[config.mk]
export PLATFORM = sky130hd
export DESIGN_NAME = ifdc_store
export DESIGN_NICKNAME = d
export VERILOG_FILES = /design/src/rtl/core/ifdc_pkg.sv /design/src/rtl/core/ifdc_store.sv
export SDC_FILE = /design/constraint.sdc
export NUM_CORES = 2
export LEC_CHECK = 0
export BUFFER_PORTS_ARGS = -buffer_cell sky130_fd_sc_hd__buf_2
export CORE_ASPECT_RATIO = 1.5
export CORE_MARGIN = 4
export CORE_UTILIZATION = 36
export DETAILED_ROUTE_END_ITERATION = 12
export PLACE_DENSITY = 0.47
export SYNTH_ARGS = -nofsm -noshare
export SYNTH_HDL_FRONTEND = slang
export SYNTH_SLANG_ARGS = --single-unit
[constraint.sdc]
create_clock -name clk -period 8.3 [get_ports clk]
set_input_delay 0.83 -clock clk [delete_from_list [all_inputs] [get_ports clk]]
set_output_delay 0.83 -clock clk [all_outputs]
set_load 0.02 [all_outputs]
[src/rtl/core/ifdc_pkg.sv]
`timescale 1ns / 1ps
// ----------------------------------------------------------------------------
// ifdc_pkg
// Shared types and codes of the directory offset duplicate checker.
// ----------------------------------------------------------------------------
package ifdc_pkg;

  // result status codes
  typedef enum logic [1:0] {
    ST_OK   = 2'd0,
    ST_DUP  = 2'd1,
    ST_FULL = 2'd2
  } status_t;

  // item kinds
  localparam logic KIND_CLEAR = 1'b0;
  localparam logic KIND_ENTRY = 1'b1;

  // one stored table entry
  typedef struct packed {
    logic [31:0] offset;
    logic [15:0] tag;
  } store_entry_t;

endpackage

[src/rtl/core/ifdc_store.sv]
`timescale 1ns / 1ps
// ----------------------------------------------------------------------------
// ifdc_store
// Offset/tag table: one write port, one read port with registered data.
// ----------------------------------------------------------------------------
module ifdc_store #(
  parameter int DEPTH = 64,
  parameter int AW    = 6
) (
  input  logic                  clk,
  input  logic                  wr_en,
  input  logic [AW-1:0]         wr_addr,
  input  ifdc_pkg::store_entry_t wr_data,
  input  logic [AW-1:0]         rd_addr,
  output ifdc_pkg::store_entry_t rd_data
);

  ifdc_pkg::store_entry_t mem [DEPTH];

  // write port
  always_ff @(posedge clk) begin
    if (wr_en) begin
      mem[wr_addr] <= wr_data;
    end
  end

  // registered read port
  always_ff @(posedge clk) begin
    rd_data <= mem[rd_addr];
  end

endmodule

==> run_summary.xml <==
<?xml version="1.0" encoding="UTF-8"?>
<metrics>
  <group name="grt">
    <metric name="groute.usage.overall" unit="">0.213</metric>
    <metric name="grt_pass1_wl" unit="mm">493</metric>
    <metric name="grt_overflow" unit="">0</metric>
    <metric name="grt_antenna_before_repair" unit="">36</metric>
    <metric name="grt_max_degree" unit="">92</metric>
    <metric name="grt_pass1_vias" unit="">58400</metric>
  </group>
  <group name="setup_path">
    <metric name="critical_path.max_fanout" unit="">35</metric>
    <metric name="worst_setup_path_start_kind" unit="">input port</metric>
    <metric name="r2r_slack" unit="ns">6.16</metric>
    <metric name="critical_path_class" unit="">input port to flip-flop</metric>
    <metric name="worst-endpoint-arrival" unit="ns">3.81</metric>
    <metric name="length_in_cells_of_the_worst_reg_to_reg_path" unit="">5</metric>
    <metric name="critical_path.reg2reg.startpoint" unit="">mem[40][25]</metric>
    <metric name="cp_data_required_time" unit="ns">8.79</metric>
    <metric name="crit-reg2reg-capture" unit="">rd_data[25]</metric>
    <metric name="worstSetupEndpointType" unit="">flip-flop</metric>
  </group>
  <group name="synthesis">
    <metric name="synth_fp_nets" unit="">5032</metric>
    <metric name="synth_enable_flop_cells" unit="">3072</metric>
    <metric name="post_synth_instance_area" unit="um^2">117000</metric>
    <metric name="synth_cells" unit="">4970</metric>
    <metric name="ys_types" unit="">36</metric>
    <metric name="ys_async_sr_fraction" unit="">0</metric>
    <metric name="synth_area_per_cell" unit="um^2">23.6</metric>
    <metric name="synth_seq_area_share" unit="">0.796</metric>
    <metric name="yosys_register_bits" unit="">3120</metric>
    <metric name="ys.flop_type" unit="">sky130_fd_sc_hd__edfxtp_1</metric>
    <metric name="synth_warnings" unit="">0</metric>
  </group>
  <group name="worst_hold_path">
    <metric name="hold_path_startpoint" unit="">wr_data[19]</metric>
    <metric name="whs_endpoint" unit="">mem[49][19]</metric>
    <metric name="min_path_type" unit="">input port to flip-flop</metric>
    <metric name="min_path_cells" unit="">2</metric>
  </group>
  <group name="timing">
    <metric name="slew_headroom" unit="">0.156</metric>
    <metric name="final-max-slew-violation-count" unit="">0</metric>
    <metric name="post-route-worst-setup-slack" unit="ns">4.98</metric>
    <metric name="period_needed" unit="ns">3.32</metric>
    <metric name="rsz0062_at_grt" unit="">no</metric>
    <metric name="fmaxAchievable" unit="GHz">0.301</metric>
    <metric name="worstMarginPinSlew" unit="ns">1.27</metric>
    <metric name="min_period_over_period" unit="">0.400</metric>
    <metric name="setup_viol" unit="">0</metric>
    <metric name="finalHoldViolations" unit="">0</metric>
    <metric name="timing.clock.skew" unit="ns">0.0470</metric>
    <metric name="setup-tns-final" unit="ns">0</metric>
  </group>
  <group name="clocking">
    <metric name="tritoncts.num_buffers" unit="">298</metric>
    <metric name="cts_tree" unit="">done</metric>
    <metric name="post_cts.repair.setup_buffers" unit="">0</metric>
    <metric name="cts_resized" unit="">0</metric>
    <metric name="clockBufferDepth" unit="">4</metric>
    <metric name="cts_hold_buf" unit="">0</metric>
    <metric name="htree_levels" unit="">5</metric>
    <metric name="cts.reportedPaths.clkPinSlew" unit="ns">0.07</metric>
    <metric name="clock_sink_count" unit="">3120</metric>
    <metric name="clock_insertion_delay_worst_skew" unit="ns">0.90</metric>
    <metric name="cts_root_buffer" unit="">sky130_fd_sc_hd__clkbuf_16</metric>
  </group>
  <group name="route">
    <metric name="routed_wl" unit="mm">361</metric>
    <metric name="routed_len_inst" unit="um">36.8</metric>
    <metric name="drt_first_iter_violations" unit="">5519</metric>
    <metric name="vias" unit="">55300</metric>
    <metric name="routed_via_density" unit="">5.65</metric>
    <metric name="antenna_left" unit="">0</metric>
    <metric name="drt_pass1_iterations" unit="">5</metric>
    <metric name="detail_route.drc_violations" unit="">0</metric>
  </group>
  <group name="pwr">
    <metric name="power.switching" unit="uW">7020</metric>
    <metric name="intPower" unit="uW">25700</metric>
    <metric name="pwr-share-seq" unit="">0.537</metric>
    <metric name="sw_frac_of_total" unit="">0.215</metric>
    <metric name="comb_power_share" unit="">0.048</metric>
    <metric name="p_clk_frac" unit="">0.416</metric>
    <metric name="peakVddDrop" unit="mV">0.143</metric>
    <metric name="p_leak" unit="uW">0.0408</metric>
    <metric name="pwr_density_cell" unit="nW/um^2">246</metric>
  </group>
  <group name="flow_run">
    <metric name="max_cap_viol_count" unit="">0</metric>
  </group>
  <group name="cells_and_area">
    <metric name="layout.cells.most_common_list" unit="">3072 x sky130_fd_sc_hd__edfxtp_1, 754 x sky130_fd_sc_hd__mux4_2, 311 x sky130_fd_sc_hd__clkbuf_16</metric>
    <metric name="fin_util" unit="">0.411</metric>
    <metric name="final_layout_size_suffix_gt1_frac" unit="">0.283</metric>
    <metric name="n_fill_cell" unit="">28300</metric>
    <metric name="layout_commonest_cell" unit="">sky130_fd_sc_hd__edfxtp_1</metric>
    <metric name="area_growth" unit="%">13.7</metric>
    <metric name="number_of_nets_in_the_finished_design" unit="">5340</metric>
  </group>
  <group name="place">
    <metric name="dpl_worst_slack" unit="ns">4.06</metric>
    <metric name="gp_routability_congestion" unit="">0.750</metric>
    <metric name="dpl.hpwl" unit="mm">200</metric>
    <metric name="buffer_ports.inserted" unit="">109</metric>
  </group>
  <group name="floorplanning">
    <metric name="start_util" unit="">0.361</metric>
    <metric name="die_area" unit="um^2">335000</metric>
    <metric name="core_area" unit="um^2">324000</metric>
    <metric name="chipHeight" unit="um">707</metric>
    <metric name="top_level_ports" unit="">110</metric>
    <metric name="die_width" unit="um">474</metric>
    <metric name="floorplan.rows" unit="">256</metric>
  </group>
  <group name="status">
    <metric name="outcome" unit="">complete, no violations</metric>
  </group>
</metrics>
[power by group through the flow]
stage	clock network (uW)	registers [uW]	logic [uW]
floorplan	0	17900	833
global placement	0	17900	1580
detailed placement	0	17900	1600
CTS	13900	17600	1600
global route	14500	17500	1660
finish	13600	17500	1560
[cell families after synthesis]
kind of cell / Yosys count / share of synthesized area
AND/OR/NAND/NOR: 253 / 0.00957
buffers and inverters: 282 / 0.0128
flip-flops: 3120 / 0.796
AO/OA/AOI/OAI: 486 / 0.0302
multiplexers: 829 / 0.152
[metrics by stage]
| step | instances | area, um^2 | power (uW) | hold slack (ns) |
|---|---|---|---|---|
| 5_1_grt | 9791 | 133000 | 33700 | 0.569 |
| 3_5_place_dp | 9235 | 124000 | 19500 | 0.806 |
| 3_3_place_gp | 9235 | 124000 | 19500 | 0.783 |
| 6_report | 9797 | 133000 | 32700 | 0.629 |
| 4_1_cts | 9763 | 133000 | 33100 | 0.532 |
| 2_1_floorplan | 4970 | 117000 | 18700 | 0.710 |
[synth_stat cells, drive strengths merged (11+ instances only)]
| master | n | area share |
|---|---|---|
| edfxtp | 3072 | 0.79 |
| mux4 | 754 | 0.14 |
| buf | 183 | 0.0096 |
| nor2 | 132 | 0.0042 |
| o22ai | 122 | 0.0065 |
| clkbuf | 99 | 0.0032 |
| a221oi | 83 | 0.0062 |
| a21oi | 74 | 0.0032 |
| a22oi | 72 | 0.0046 |
| mux2i | 63 | 0.0054 |
| a22o | 57 | 0.0043 |
| nand2 | 55 | 0.0018 |
| dfxtp | 48 | 0.0082 |
| a211oi | 32 | 0.0021 |
| o221ai | 28 | 0.0021 |
| nor2b | 24 | 0.0013 |
| mux2 | 12 | 0.0012 |
| a311oi | 11 | 0.00082 |
[sequential cells by signal (all words and copies together), names as in the netlist]
register and count:
mem 3072, rd_data 48
[layer usage]
metal | global-route usage | vias up | part of all wire
li1 | - | 22100 | -
met1 | 0.260 | 31100 | 0.38
met2 | 0.396 | 1618 | 0.54
met3 | 0.0280 | 458 | 0.048
met4 | 0.0549 | 8 | 0.029
met5 | 0 | - | 0.00016
[cell type report]
cell class | count | area (um^2) | share of cell area
sequential | 3120 | 93200 | 0.700
multi-input combinational | 1568 | 23000 | 0.172
clock buffer | 393 | 8210 | 0.0617
tap | 4257 | 5330 | 0.0400
timing repair buffer | 290 | 2130 | 0.0160
clock inverter | 135 | 1260 | 0.00947
antenna | 34 | 85.1 | 0.000639
[worst max path at each step]
| stage | to | startpoint | slack [ns] | depth (start not counted) |
|---|---|---|---|---|
| 6_report | mem[30][33] | wr_en | 4.98 | 5 |
| 5_1_grt | rd_data[5] | rd_addr[0] | 4.79 | 8 |
| 4_1_cts | rd_data[21] | rd_addr[0] | 5.01 | 8 |
| 3_5_place_dp | rd_data[5] | rd_addr[0] | 4.06 | 8 |
| 3_3_place_gp | rd_data[9] | rd_addr[1] | 4.07 | 7 |
| 2_1_floorplan | mem[48][0] | wr_addr[3] | 3.19 | 4 |
[worst max-delay path: stages]
cell                      delay [ns]
sky130_fd_sc_hd__buf_2          0.14
sky130_fd_sc_hd__nor2b_1        0.26
sky130_fd_sc_hd__nand3_1        0.66
sky130_fd_sc_hd__nor2_4         0.85
sky130_fd_sc_hd__buf_4          0.92
(Power assumes the default switching activity.)
